## src/rtl/core/atom_pair_clash_energy_macros.svh

```systemverilog
// Assertion macros shared by the clash energy RTL.
`ifndef ATOM_PAIR_CLASH_ENERGY_MACROS_SVH
`define ATOM_PAIR_CLASH_ENERGY_MACROS_SVH

// Same-cycle implication, checked on every rising clock edge out of reset.
`define APCE_ASSERT_NOW(label, ante, cons, msg) \
   label: assert property (@(posedge clock) disable iff (reset) (ante) |-> (cons)) \
      else $error(msg);

// Next-cycle implication, checked on every rising clock edge out of reset.
`define APCE_ASSERT_NEXT(label, ante, cons, msg) \
   label: assert property (@(posedge clock) disable iff (reset) (ante) |=> (cons)) \
      else $error(msg);

`endif

```

## src/rtl/core/apce_pkg.sv

```systemverilog
// Package with widths, codes and types of the atom pair clash energy block.
package apce_pkg;

   localparam int COORD_W    = 20;
   localparam int MAG_W      = COORD_W + 1;
   localparam int REG_W      = 12;
   localparam int SLOT_W     = 2;
   localparam int ENERGY_W   = 24;
   localparam int SQ_W       = 2 * REG_W;
   localparam int DIST2_W    = SQ_W + 2;
   localparam int DIGIT_W    = 4;
   localparam int PART_W     = REG_W + DIGIT_W;
   localparam int SQ_STEPS   = REG_W / DIGIT_W;
   localparam int ROOT_STEPS = REG_W;
   localparam int REM_W      = REG_W + 3;
   localparam int CNT_W      = 4;
   localparam int CSR_IDX_W  = 3;

   localparam int ATOMS_PER_RESIDUE = 3;

   localparam logic [ENERGY_W-1:0] ENERGY_MAX = '1;

   localparam logic [SLOT_W-1:0] SLOT_BACKBONE = 2'd0;
   localparam logic [SLOT_W-1:0] SLOT_ONE      = 2'd1;

   localparam logic [REG_W-1:0] RST_SLOT0_CUTOFF = 12'd1280;
   localparam logic [REG_W-1:0] RST_SLOT0_CENTER = 12'd1024;
   localparam logic [REG_W-1:0] RST_SLOT1_CUTOFF = 12'd1280;
   localparam logic [REG_W-1:0] RST_SLOT1_CENTER = 12'd1280;
   localparam logic [REG_W-1:0] RST_OTHER_CUTOFF = 12'd896;
   localparam logic [REG_W-1:0] RST_OTHER_CENTER = 12'd896;

   localparam logic [CSR_IDX_W-1:0] IDX_SLOT0_CUTOFF = 3'd0;
   localparam logic [CSR_IDX_W-1:0] IDX_SLOT0_CENTER = 3'd1;
   localparam logic [CSR_IDX_W-1:0] IDX_SLOT1_CUTOFF = 3'd2;
   localparam logic [CSR_IDX_W-1:0] IDX_SLOT1_CENTER = 3'd3;
   localparam logic [CSR_IDX_W-1:0] IDX_OTHER_CUTOFF = 3'd4;
   localparam logic [CSR_IDX_W-1:0] IDX_OTHER_CENTER = 3'd5;

   typedef enum logic [2:0] {
      ST_IDLE,
      ST_SQUARE,
      ST_COMPARE,
      ST_ROOT,
      ST_DIFF,
      ST_DIFF_SQ,
      ST_ACCUM
   } state_type;

   typedef struct packed {
      logic [REG_W-1:0] cutoff;
      logic [REG_W-1:0] center;
   } thresh_type;

   typedef struct packed {
      logic load;
      logic step;
   } unit_ctrl_type;

endpackage

```

## src/rtl/core/apce_ifs.sv

```systemverilog
// Handshake interfaces for the pair, result and register write channels.
interface apce_req_if;
   logic                                 valid;
   logic                                 ready;
   logic signed [apce_pkg::COORD_W-1:0]  ax;
   logic signed [apce_pkg::COORD_W-1:0]  ay;
   logic signed [apce_pkg::COORD_W-1:0]  az;
   logic signed [apce_pkg::COORD_W-1:0]  bx;
   logic signed [apce_pkg::COORD_W-1:0]  by;
   logic signed [apce_pkg::COORD_W-1:0]  bz;
   logic        [apce_pkg::SLOT_W-1:0]   first_slot;
   logic        [apce_pkg::SLOT_W-1:0]   second_slot;
   logic                                 last_pair;

   modport source (output valid, ax, ay, az, bx, by, bz, first_slot, second_slot, last_pair,
                   input ready);
   modport sink   (input valid, ax, ay, az, bx, by, bz, first_slot, second_slot, last_pair,
                   output ready);
endinterface

interface apce_rsp_if;
   logic                             valid;
   logic                             ready;
   logic [apce_pkg::ENERGY_W-1:0]    energy;
   logic                             saturated;

   modport source (output valid, energy, saturated, input ready);
   modport sink   (input valid, energy, saturated, output ready);
endinterface

interface apce_csr_if;
   logic                              valid;
   logic                              ready;
   logic [apce_pkg::CSR_IDX_W-1:0]    index;
   logic [apce_pkg::REG_W-1:0]        data;

   modport source (output valid, index, data, input ready);
   modport sink   (input valid, index, data, output ready);
endinterface

```

## src/rtl/core/atom_pair_clash_energy.sv

```systemverilog
// Top level of the atom pair clash energy accumulator.
// One atom pair word is taken at a time. A pair whose distance falls below the
// cutoff of its slot class passes, from acceptance to readiness for the next
// word, through the accept, 4-bit-digit squaring of the axis deltas and the
// cutoff, a compare, the restoring square root (one root bit per cycle), the
// forming of |d - center|, digit squaring of it and an accumulate. A pair
// outside the cutoff goes from accept through squaring and compare to the
// accumulate. A pair marked last holds in the accumulate cycle only while the
// previous result word has not been taken; the result sits in an output
// register, so new pair words are accepted while it waits. Energy is Q16 and
// clamps at all ones, with the saturated flag set; the total and flag clear
// once the result word is loaded.
`include "atom_pair_clash_energy_macros.svh"

module atom_pair_clash_energy (
   input  logic       clock,
   input  logic       reset,
   apce_req_if.sink   req_port,
   apce_rsp_if.source rsp_port,
   apce_csr_if.sink   csr_port
);

   // Absolute difference of two signed coordinates, one bit wider.
   function automatic logic [apce_pkg::MAG_W-1:0] abs_diff(
      input logic signed [apce_pkg::COORD_W-1:0] a,
      input logic signed [apce_pkg::COORD_W-1:0] b
   );
      logic signed [apce_pkg::MAG_W-1:0] d;
      d = apce_pkg::MAG_W'(a) - apce_pkg::MAG_W'(b);
      return d[apce_pkg::MAG_W-1] ? apce_pkg::MAG_W'(-d) : apce_pkg::MAG_W'(d);
   endfunction

   apce_pkg::state_type         state_ff, state_in;
   logic [apce_pkg::CNT_W-1:0]  cnt_ff, cnt_in;

   apce_pkg::thresh_type        thresh;
   apce_pkg::unit_ctrl_type     axis_ctrl, aux_ctrl, root_ctrl;

   logic [apce_pkg::MAG_W-1:0]  mag_x, mag_y, mag_z;
   logic                        far_now;
   logic [apce_pkg::REG_W-1:0]  aux_operand, diff, root;
   logic [apce_pkg::SQ_W-1:0]   prod_x, prod_y, prod_z, prod_aux;
   logic [apce_pkg::DIST2_W-1:0] dist2;
   logic                        hit_now;

   logic                        last_ff, far_ff, hit_ff;
   logic [apce_pkg::REG_W-1:0]  cutoff_ff, center_ff;

   logic [apce_pkg::ENERGY_W-1:0] energy_sum_ff, add_term, sum_next;
   logic [apce_pkg::ENERGY_W:0]   total;
   logic                          sum_clipped_ff, clip_next;

   logic                          rsp_valid_ff, rsp_valid_in;
   logic [apce_pkg::ENERGY_W-1:0] rsp_energy_ff;
   logic                          rsp_sat_ff;

   logic accept, slot_free, publish, fold;

   // ---------------------------------------------------------------------
   // Register file and class selection off the incoming word's slots
   // ---------------------------------------------------------------------
   apce_csr u_csr (
      .clock       (clock),
      .reset       (reset),
      .csr_port    (csr_port),
      .first_slot  (req_port.first_slot),
      .second_slot (req_port.second_slot),
      .thresh      (thresh)
   );

   // ---------------------------------------------------------------------
   // Axis magnitudes. Any delta of 4096 (16 A) or more puts the squared
   // distance past every 12-bit cutoff squared, so only the low 12 bits
   // go to the squaring lanes and the rest becomes a far flag.
   // ---------------------------------------------------------------------
   assign mag_x   = abs_diff(req_port.ax, req_port.bx);
   assign mag_y   = abs_diff(req_port.ay, req_port.by);
   assign mag_z   = abs_diff(req_port.az, req_port.bz);
   assign far_now = (|mag_x[apce_pkg::MAG_W-1:apce_pkg::REG_W]) |
                    (|mag_y[apce_pkg::MAG_W-1:apce_pkg::REG_W]) |
                    (|mag_z[apce_pkg::MAG_W-1:apce_pkg::REG_W]);

   assign accept = req_port.valid && req_port.ready;

   // ---------------------------------------------------------------------
   // Squaring lanes: three axis lanes and one auxiliary lane that squares
   // the cutoff first and |d - center| later.
   // ---------------------------------------------------------------------
   apce_sq_lane u_sq_x (
      .clock (clock), .ctrl (axis_ctrl),
      .operand (mag_x[apce_pkg::REG_W-1:0]), .product (prod_x)
   );
   apce_sq_lane u_sq_y (
      .clock (clock), .ctrl (axis_ctrl),
      .operand (mag_y[apce_pkg::REG_W-1:0]), .product (prod_y)
   );
   apce_sq_lane u_sq_z (
      .clock (clock), .ctrl (axis_ctrl),
      .operand (mag_z[apce_pkg::REG_W-1:0]), .product (prod_z)
   );

   assign aux_operand = (state_ff == apce_pkg::ST_DIFF) ? diff : thresh.cutoff;

   apce_sq_lane u_sq_aux (
      .clock (clock), .ctrl (aux_ctrl),
      .operand (aux_operand), .product (prod_aux)
   );

   // Floor of the distance below the cutoff iff dist2 below cutoff squared.
   assign dist2   = apce_pkg::DIST2_W'(prod_x) + apce_pkg::DIST2_W'(prod_y) +
                    apce_pkg::DIST2_W'(prod_z);
   assign hit_now = !far_ff && (dist2 < apce_pkg::DIST2_W'(prod_aux));

   // A hit guarantees dist2 fits in 24 bits.
   apce_isqrt u_isqrt (
      .clock    (clock),
      .ctrl     (root_ctrl),
      .radicand (dist2[apce_pkg::SQ_W-1:0]),
      .root     (root)
   );

   assign diff = (root >= center_ff) ? (root - center_ff) : (center_ff - root);

   // ---------------------------------------------------------------------
   // Saturating accumulate
   // ---------------------------------------------------------------------
   assign add_term  = hit_ff ? prod_aux : '0;
   assign total     = (apce_pkg::ENERGY_W + 1)'(energy_sum_ff) +
                      (apce_pkg::ENERGY_W + 1)'(add_term);
   assign sum_next  = total[apce_pkg::ENERGY_W] ? apce_pkg::ENERGY_MAX
                                                : total[apce_pkg::ENERGY_W-1:0];
   assign clip_next = sum_clipped_ff | total[apce_pkg::ENERGY_W];

   // Result register is free when empty or once its word is taken this cycle.
   assign slot_free = !rsp_valid_ff || rsp_port.ready;

   // ---------------------------------------------------------------------
   // Sequencer: next state
   // ---------------------------------------------------------------------
   always_comb begin
      state_in = state_ff;
      unique case (state_ff)
         apce_pkg::ST_IDLE: begin
            if (accept) state_in = apce_pkg::ST_SQUARE;
         end
         apce_pkg::ST_SQUARE: begin
            if (cnt_ff == apce_pkg::CNT_W'(apce_pkg::SQ_STEPS - 1))
               state_in = apce_pkg::ST_COMPARE;
         end
         apce_pkg::ST_COMPARE: begin
            state_in = hit_now ? apce_pkg::ST_ROOT : apce_pkg::ST_ACCUM;
         end
         apce_pkg::ST_ROOT: begin
            if (cnt_ff == apce_pkg::CNT_W'(apce_pkg::ROOT_STEPS - 1))
               state_in = apce_pkg::ST_DIFF;
         end
         apce_pkg::ST_DIFF: begin
            state_in = apce_pkg::ST_DIFF_SQ;
         end
         apce_pkg::ST_DIFF_SQ: begin
            if (cnt_ff == apce_pkg::CNT_W'(apce_pkg::SQ_STEPS - 1))
               state_in = apce_pkg::ST_ACCUM;
         end
         apce_pkg::ST_ACCUM: begin
            if (!last_ff || slot_free) state_in = apce_pkg::ST_IDLE;
         end
         default: state_in = apce_pkg::ST_IDLE;
      endcase
      // restart the step count on every state change
      cnt_in = (state_in != state_ff) ? '0 : cnt_ff + apce_pkg::CNT_W'(1);
   end

   // ---------------------------------------------------------------------
   // Sequencer: outputs
   // ---------------------------------------------------------------------
   always_comb begin
      req_port.ready = 1'b0;
      axis_ctrl      = '0;
      aux_ctrl       = '0;
      root_ctrl      = '0;
      fold           = 1'b0;
      unique case (state_ff)
         apce_pkg::ST_IDLE: begin
            req_port.ready = 1'b1;
            axis_ctrl.load = accept;
            aux_ctrl.load  = accept;
         end
         apce_pkg::ST_SQUARE: begin
            axis_ctrl.step = 1'b1;
            aux_ctrl.step  = 1'b1;
         end
         apce_pkg::ST_COMPARE: begin
            root_ctrl.load = 1'b1;
         end
         apce_pkg::ST_ROOT: begin
            root_ctrl.step = 1'b1;
         end
         apce_pkg::ST_DIFF: begin
            aux_ctrl.load = 1'b1;
         end
         apce_pkg::ST_DIFF_SQ: begin
            aux_ctrl.step = 1'b1;
         end
         apce_pkg::ST_ACCUM: begin
            fold = !last_ff || slot_free;
         end
         default: ;
      endcase
   end

   assign publish      = fold && last_ff;
   assign rsp_valid_in = (rsp_valid_ff && !rsp_port.ready) || publish;

   // ---------------------------------------------------------------------
   // Control and accumulator registers
   // ---------------------------------------------------------------------
   always_ff @(posedge clock) begin
      if (reset) begin
         state_ff       <= apce_pkg::ST_IDLE;
         cnt_ff         <= '0;
         energy_sum_ff  <= '0;
         sum_clipped_ff <= 1'b0;
         rsp_valid_ff   <= 1'b0;
         hit_ff         <= 1'b0;
      end else begin
         state_ff     <= state_in;
         cnt_ff       <= cnt_in;
         rsp_valid_ff <= rsp_valid_in;
         if (state_ff == apce_pkg::ST_COMPARE) hit_ff <= hit_now;
         if (publish) begin
            // clear the total once it leaves in the result word
            energy_sum_ff  <= '0;
            sum_clipped_ff <= 1'b0;
         end else if (fold) begin
            energy_sum_ff  <= sum_next;
            sum_clipped_ff <= clip_next;
         end
      end
   end

   // Per-word payload: hold the pair's flags and thresholds, and the result word on publish.
   always_ff @(posedge clock) begin
      if (accept) begin
         last_ff   <= req_port.last_pair;
         far_ff    <= far_now;
         cutoff_ff <= thresh.cutoff;
         center_ff <= thresh.center;
      end
      if (publish) begin
         rsp_energy_ff <= sum_next;
         rsp_sat_ff    <= clip_next;
      end
   end

   assign rsp_port.valid     = rsp_valid_ff;
   assign rsp_port.energy    = rsp_energy_ff;
   assign rsp_port.saturated = rsp_sat_ff;

   // ---------------------------------------------------------------------
   // Assertions
   // ---------------------------------------------------------------------
   `APCE_ASSERT_NOW(a_root_only_on_hit, state_ff == apce_pkg::ST_ROOT, hit_ff, "root pass without a hit")
   `APCE_ASSERT_NOW(a_root_below_cutoff, state_ff == apce_pkg::ST_DIFF, root < cutoff_ff, "root not below cutoff")
   `APCE_ASSERT_NOW(a_clip_means_max, sum_clipped_ff, energy_sum_ff == apce_pkg::ENERGY_MAX, "clipped sum not at max")
   `APCE_ASSERT_NEXT(a_clear_after_result, publish, (energy_sum_ff == '0) && !sum_clipped_ff && rsp_valid_ff, "total not cleared")

endmodule

```

## src/rtl/core/apce_csr.sv

```systemverilog
// Threshold register file with slot class selection.
module apce_csr (
   input  logic                            clock,
   input  logic                            reset,
   apce_csr_if.sink                        csr_port,
   input  logic [apce_pkg::SLOT_W-1:0]     first_slot,
   input  logic [apce_pkg::SLOT_W-1:0]     second_slot,
   output apce_pkg::thresh_type            thresh
);

   logic [apce_pkg::REG_W-1:0] slot0_cutoff_ff, slot0_center_ff;
   logic [apce_pkg::REG_W-1:0] slot1_cutoff_ff, slot1_center_ff;
   logic [apce_pkg::REG_W-1:0] other_cutoff_ff, other_center_ff;
   logic                       is_slot0, is_slot1;

   assign csr_port.ready = 1'b1;

   always_ff @(posedge clock) begin
      if (reset) begin
         slot0_cutoff_ff <= apce_pkg::RST_SLOT0_CUTOFF;
         slot0_center_ff <= apce_pkg::RST_SLOT0_CENTER;
         slot1_cutoff_ff <= apce_pkg::RST_SLOT1_CUTOFF;
         slot1_center_ff <= apce_pkg::RST_SLOT1_CENTER;
         other_cutoff_ff <= apce_pkg::RST_OTHER_CUTOFF;
         other_center_ff <= apce_pkg::RST_OTHER_CENTER;
      end else if (csr_port.valid) begin
         // drop writes beyond the last register
         unique case (csr_port.index)
            apce_pkg::IDX_SLOT0_CUTOFF: slot0_cutoff_ff <= csr_port.data;
            apce_pkg::IDX_SLOT0_CENTER: slot0_center_ff <= csr_port.data;
            apce_pkg::IDX_SLOT1_CUTOFF: slot1_cutoff_ff <= csr_port.data;
            apce_pkg::IDX_SLOT1_CENTER: slot1_center_ff <= csr_port.data;
            apce_pkg::IDX_OTHER_CUTOFF: other_cutoff_ff <= csr_port.data;
            apce_pkg::IDX_OTHER_CENTER: other_center_ff <= csr_port.data;
            default: ;
         endcase
      end
   end

   assign is_slot0 = (first_slot == apce_pkg::SLOT_BACKBONE) ||
                     (second_slot == apce_pkg::SLOT_BACKBONE);
   assign is_slot1 = (first_slot == apce_pkg::SLOT_ONE) ||
                     (second_slot == apce_pkg::SLOT_ONE);

   always_comb begin
      if (is_slot0) begin
         thresh.cutoff = slot0_cutoff_ff;
         thresh.center = slot0_center_ff;
      end else if (is_slot1) begin
         thresh.cutoff = slot1_cutoff_ff;
         thresh.center = slot1_center_ff;
      end else begin
         thresh.cutoff = other_cutoff_ff;
         thresh.center = other_center_ff;
      end
   end

endmodule

```

## src/rtl/core/apce_sq_lane.sv

```systemverilog
// Digit-serial squaring lane: one 4-bit multiplier digit per step, MSB first.
module apce_sq_lane (
   input  logic                            clock,
   input  apce_pkg::unit_ctrl_type         ctrl,
   input  logic [apce_pkg::REG_W-1:0]      operand,
   output logic [apce_pkg::SQ_W-1:0]       product
);

   logic [apce_pkg::REG_W-1:0]  mcand_ff, mplier_ff, mplier_in;
   logic [apce_pkg::SQ_W-1:0]   prod_ff, prod_in;
   logic [apce_pkg::PART_W-1:0] partial;

   assign partial   = apce_pkg::PART_W'(mcand_ff) *
                      apce_pkg::PART_W'(mplier_ff[apce_pkg::REG_W-1 -: apce_pkg::DIGIT_W]);
   assign prod_in   = {prod_ff[apce_pkg::SQ_W-apce_pkg::DIGIT_W-1:0],
                       apce_pkg::DIGIT_W'(0)} + apce_pkg::SQ_W'(partial);
   assign mplier_in = {mplier_ff[apce_pkg::REG_W-apce_pkg::DIGIT_W-1:0],
                       apce_pkg::DIGIT_W'(0)};

   always_ff @(posedge clock) begin
      if (ctrl.load) begin
         mcand_ff  <= operand;
         mplier_ff <= operand;
         prod_ff   <= '0;
      end else if (ctrl.step) begin
         mplier_ff <= mplier_in;
         prod_ff   <= prod_in;
      end
   end

   assign product = prod_ff;

endmodule

```

## src/rtl/core/apce_isqrt.sv

```systemverilog
// Restoring square root: one root bit per step from a 24-bit radicand.
module apce_isqrt (
   input  logic                            clock,
   input  apce_pkg::unit_ctrl_type         ctrl,
   input  logic [apce_pkg::SQ_W-1:0]       radicand,
   output logic [apce_pkg::REG_W-1:0]      root
);

   logic [apce_pkg::SQ_W-1:0]  rad_ff;
   logic [apce_pkg::REM_W-1:0] rem_ff, rem_in, rem_sh, trial;
   logic [apce_pkg::REG_W-1:0] root_ff, root_in;
   logic                       fits;

   always_comb begin
      // bring down the next two radicand bits, try root*4+1
      rem_sh  = {rem_ff[apce_pkg::REM_W-3:0], rad_ff[apce_pkg::SQ_W-1 -: 2]};
      trial   = {1'b0, root_ff, 2'b01};
      fits    = (rem_sh >= trial);
      rem_in  = fits ? (rem_sh - trial) : rem_sh;
      root_in = {root_ff[apce_pkg::REG_W-2:0], fits};
   end

   always_ff @(posedge clock) begin
      if (ctrl.load) begin
         rad_ff  <= radicand;
         rem_ff  <= '0;
         root_ff <= '0;
      end else if (ctrl.step) begin
         rad_ff  <= {rad_ff[apce_pkg::SQ_W-3:0], 2'b00};
         rem_ff  <= rem_in;
         root_ff <= root_in;
      end
   end

   assign root = root_ff;

endmodule
```

## src/flat_wrapper.sv

```systemverilog
// flat-port wrapper written by rule: the top's interface ports become plain ports
module atom_pair_clash_energy_flat 
  (clock, reset, req_port_valid, req_port_ax, req_port_ay, req_port_az, req_port_bx, req_port_by, req_port_bz, req_port_first_slot, req_port_second_slot, req_port_last_pair, req_port_ready, rsp_port_valid, rsp_port_energy, rsp_port_saturated, rsp_port_ready, csr_port_valid, csr_port_index, csr_port_data, csr_port_ready);
  apce_req_if req_port_i ();
  apce_rsp_if rsp_port_i ();
  apce_csr_if csr_port_i ();
  input  logic clock;
  input  logic reset;
  input wire logic [$bits(req_port_i.valid)-1:0] req_port_valid;
  input wire logic [$bits(req_port_i.ax)-1:0] req_port_ax;
  input wire logic [$bits(req_port_i.ay)-1:0] req_port_ay;
  input wire logic [$bits(req_port_i.az)-1:0] req_port_az;
  input wire logic [$bits(req_port_i.bx)-1:0] req_port_bx;
  input wire logic [$bits(req_port_i.by)-1:0] req_port_by;
  input wire logic [$bits(req_port_i.bz)-1:0] req_port_bz;
  input wire logic [$bits(req_port_i.first_slot)-1:0] req_port_first_slot;
  input wire logic [$bits(req_port_i.second_slot)-1:0] req_port_second_slot;
  input wire logic [$bits(req_port_i.last_pair)-1:0] req_port_last_pair;
  output wire logic [$bits(req_port_i.ready)-1:0] req_port_ready;
  output wire logic [$bits(rsp_port_i.valid)-1:0] rsp_port_valid;
  output wire logic [$bits(rsp_port_i.energy)-1:0] rsp_port_energy;
  output wire logic [$bits(rsp_port_i.saturated)-1:0] rsp_port_saturated;
  input wire logic [$bits(rsp_port_i.ready)-1:0] rsp_port_ready;
  input wire logic [$bits(csr_port_i.valid)-1:0] csr_port_valid;
  input wire logic [$bits(csr_port_i.index)-1:0] csr_port_index;
  input wire logic [$bits(csr_port_i.data)-1:0] csr_port_data;
  output wire logic [$bits(csr_port_i.ready)-1:0] csr_port_ready;
  assign req_port_i.valid = req_port_valid;
  assign req_port_i.ax = req_port_ax;
  assign req_port_i.ay = req_port_ay;
  assign req_port_i.az = req_port_az;
  assign req_port_i.bx = req_port_bx;
  assign req_port_i.by = req_port_by;
  assign req_port_i.bz = req_port_bz;
  assign req_port_i.first_slot = req_port_first_slot;
  assign req_port_i.second_slot = req_port_second_slot;
  assign req_port_i.last_pair = req_port_last_pair;
  assign req_port_ready = req_port_i.ready;
  assign rsp_port_valid = rsp_port_i.valid;
  assign rsp_port_energy = rsp_port_i.energy;
  assign rsp_port_saturated = rsp_port_i.saturated;
  assign rsp_port_i.ready = rsp_port_ready;
  assign csr_port_i.valid = csr_port_valid;
  assign csr_port_i.index = csr_port_index;
  assign csr_port_i.data = csr_port_data;
  assign csr_port_ready = csr_port_i.ready;
  atom_pair_clash_energy u_core (.clock(clock), .reset(reset), .req_port(req_port_i), .rsp_port(rsp_port_i), .csr_port(csr_port_i));
endmodule
```

## config.mk

```make
export PLATFORM = sky130hd
export DESIGN_NAME = atom_pair_clash_energy_flat
export DESIGN_NICKNAME = d
export VERILOG_FILES = /design/src/rtl/core/apce_pkg.sv /design/src/rtl/core/apce_ifs.sv /design/src/rtl/core/atom_pair_clash_energy.sv /design/src/rtl/core/apce_csr.sv /design/src/rtl/core/apce_sq_lane.sv /design/src/rtl/core/apce_isqrt.sv /design/src/flat_wrapper.sv
export VERILOG_INCLUDE_DIRS = /design/src /design/src/rtl/core
export SDC_FILE = /design/constraint.sdc
export NUM_CORES = 2
export LEC_CHECK = 0
export BUFFER_PORTS_ARGS = -buffer_cell sky130_fd_sc_hd__buf_2
export CAP_MARGIN = 5
export CORE_MARGIN = 4
export CORE_UTILIZATION = 55
export CTS_CLUSTER_DIAMETER = 100
export CTS_CLUSTER_SIZE = 25
export DETAILED_ROUTE_END_ITERATION = 16
export PLACE_DENSITY_LB_ADDON = 0.1
export SYNTH_ARGS = -nofsm -noshare
export SYNTH_HDL_FRONTEND = slang
export SYNTH_HIERARCHICAL = 1
export SYNTH_SLANG_ARGS = --single-unit
```

## constraint.sdc

```tcl
create_clock -name clock -period 4.98 [get_ports clock]
set_input_delay 1.245 -clock clock [delete_from_list [all_inputs] [get_ports clock]]
set_output_delay 1.245 -clock clock [all_outputs]
set_load 0.005 [all_outputs]
```

==> reports/qor.yml <==
final_core_utilization_pct: 59.8
htreeDepth: 1
die_w_um: 254
maxCapViolations: 0
syn_nets: 4365
period_needed_ps: 4800
cts-root-buf: "clkbuf_16"
grt_pass1_vias: 25600
cp_top_family: "compound AO/OA/AOI/OAI gates"
cts_tree: "yes"
firstDrtPassIters: 5
yosysMostFrequentCell: "inv_1"
cp_slowest_cell: "fa_1"
drc: 0
maxSlewViolCount: 0
ant_nets: 0
status: "completed"
die-height_um: 254
start_util_pct: 55.4
routedWlPerCell_um: 16.3
yosys.area.top_type: "edfxtp_1"
grt_util_all_layers_pct: 23.5
drive_above_1_share_pct: 12.8
wl_um: 77100
globalplace.congestion: 0.876
ys_seq_area_share_pct: 27.9
synth.area.top_cells: "edfxtp_1, dfxtp_1, ha_1"
powerDensity_mw_per_mm2: 494
netlist.area_leader.share_pct: 14.3
postSynth.asyncResetShare_pct: 0
hp-class: "reg2reg"
required_ps: 5400
area_delta_synth_final_pct: 7.98
fin_cells: 4742
fmax_mhz: 208
fillers: 5508
dieArea_mm2: 0.0647
core_mm2: 0.0602
slew_headroom_pct: 24.5
ys_types: 119
port_buffers: 171
syn_area_per_cell_um2: 8.79
path_cells: "fa_1 > ha_2 > fa_2 > a21o_1 > a21oi_2 > o21ai_2 > a41oi_2 > buf_4 > nand2b_1 > xor2_2 > ha_1 > a21o_1 > a21o_1 > a21o_1 > a21o_1 > a21o_1 > a21o_1 > a2111oi_4 > o21ai_1 > o311ai_1 > buf_4 > buf_4 > a311oi_1"
clock_latency_ps: 570
slowest_delay_ps: 480
leakage_nw: 15.8
crit_arrival_ps: 5220
cts_sinks: 386
fin_worst_skew_ps: 23.5
antenna_found_initial: 1
syn_inst: 3797
yosysWarnings: 6
vias_per_cell: 5.60
hold_viol_final: 0
synth_area_mm2: 0.0334
path_clk_slew_ps: 100
cpMostUsedCell: "a21o_1"
dp.cells: 4701
grt_pass1_wl_um: 128000
cts.path.max_buffers: 3
path_class: "reg2reg"
dpl.hpwl_um: 59900
fp-row-count: 90
design_area_mm2: 0.0360
r2r_slack_ps: 180
cts_buffers: 21
fin_crit_sh_pct: 96.4
cp-end-kind: "register"
grt_max_degree: 112
synth_commonest_cells: "inv_1, nand2_1, nor2_1, ha_1, a21oi_1"
place_area_mm2: 0.0353
ios: 173
synth-seq-cells: 386
vias: 26600
start_kind: "register"
nets: 4512
first_iter_violations: 1444
ys.flop_type: "dfxtp_1"
tns_ps: 0
cp_max_fo: 3
grt.overflow.total: 0
synth_edf_count: 159
worstMarginPinSlew_ps: 1130
ir_drop_mv: 0.364
setup_viol: 0
crit_buf_inv: 3
## layout make-up
type	instances	area [µm²]	share of cell area [%]
Sequential cell	386	9320	25.9
Multi-Input combinational cell	2854	21900	60.7
Clock buffer	31	573	1.59
Inverter	405	1520	4.22
Timing Repair Buffer	276	1670	4.63
Clock inverter	7	90.1	0.250
Tap cell	782	978	2.71
Antenna cell	1	2.50	0.00694
## flip-flops by register name, indices dropped and copies added, names as in the netlist, 13 cells and up
name / count
u_core/u_isqrt/rem_ff: 13
u_core/u_sq_y/product: 24
u_core/rsp_port.energy: 24
u_core/u_sq_z/product: 24
u_core/u_sq_x/product: 24
u_core/u_sq_aux/product: 24
u_core/energy_sum_ff: 24
u_core/u_isqrt/rad_ff: 24
## timing repair
item / in CTS / in global routing
hold buffers: 0 / 0
pin swaps: 4 / 11
gates cloned: 0 / 0
endpoints found under the setup margin: 3 / 4
buffers inserted: 0 / 2
gates resized for setup: 7 / 22
## final timing paths
check / end / from / cells past startpoint
setup / recovery: u_core/state_ff[2]$_SDFF_PP0_ / u_core/u_sq_x/product[1]$_SDFFE_PP0P_ / 23
hold / removal: u_core/u_csr/slot1_center_ff[1]$_SDFFE_PP0P_ / u_core/u_csr/slot1_center_ff[1]$_SDFFE_PP0P_ / 2
setup reg to reg: u_core/state_ff[2]$_SDFF_PP0_ / u_core/u_sq_x/product[1]$_SDFFE_PP0P_ / 23
hold reg to reg: u_core/u_csr/slot1_center_ff[1]$_SDFFE_PP0P_ / u_core/u_csr/slot1_center_ff[1]$_SDFFE_PP0P_ / 2
## worst min-delay path: stages (launching register included)
cell and delay, ps:
dfxtp_1 320, nand2_1 50, a21oi_1 50
## placed cells by master, fill, tap and decap left out, drive strengths merged, types with 40 or more instances in the layout
cell type  count
inv          407
dfxtp        227
a31oi         54
buf          276
ha           268
mux2i         74
o21ai        164
nor2         284
fa           155
mux2          64
nand2b        48
nand2        353
a21o          73
nor3          73
o21a          40
nand3         47
a21oi        252
xor2          50
and2         220
edfxtp       159
xnor2        125
## cells by family after synthesis
family / count (synthesis) / synth area share, %
other cells: 1 / 0.0112
flops: 386 / 27.9
xor+xnor: 175 / 4.61
buf+inv: 557 / 6.87
fa+ha+maj: 423 / 19.3
compound gates: 852 / 17.2
mux: 138 / 4.38
simple gates: 1265 / 19.7
## per-stage QoR
step,worst slack [ps],total power [W],hold slack [ps]
2_1_floorplan,185,0.0133,428
3_3_place_gp,-306,0.0155,439
3_5_place_dp,-291,0.0157,443
4_1_cts,0.715,0.0178,458
5_1_grt,-46.6,0.0197,471
6_report,181,0.0178,460
## power breakdown
group | leakage, nW | internal [W] | total [W] | switching, W
logic | 12.2 | 0.00506 | 0.0114 | 0.00637
clock network | 0.319 | 0.000843 | 0.00198 | 0.00113
registers | 3.34 | 0.00384 | 0.00439 | 0.000548
## per-layer routing
metal	track usage, %	part of all wire (%)	up-vias
met5	0	0	-
met4	4.70	2.0	0
met3	1.58	3.3	89
met2	40.3	47	411
met1	33.1	48	12600
li1	-	-	13500
Note: power is estimated with default switching activity, not from simulation.
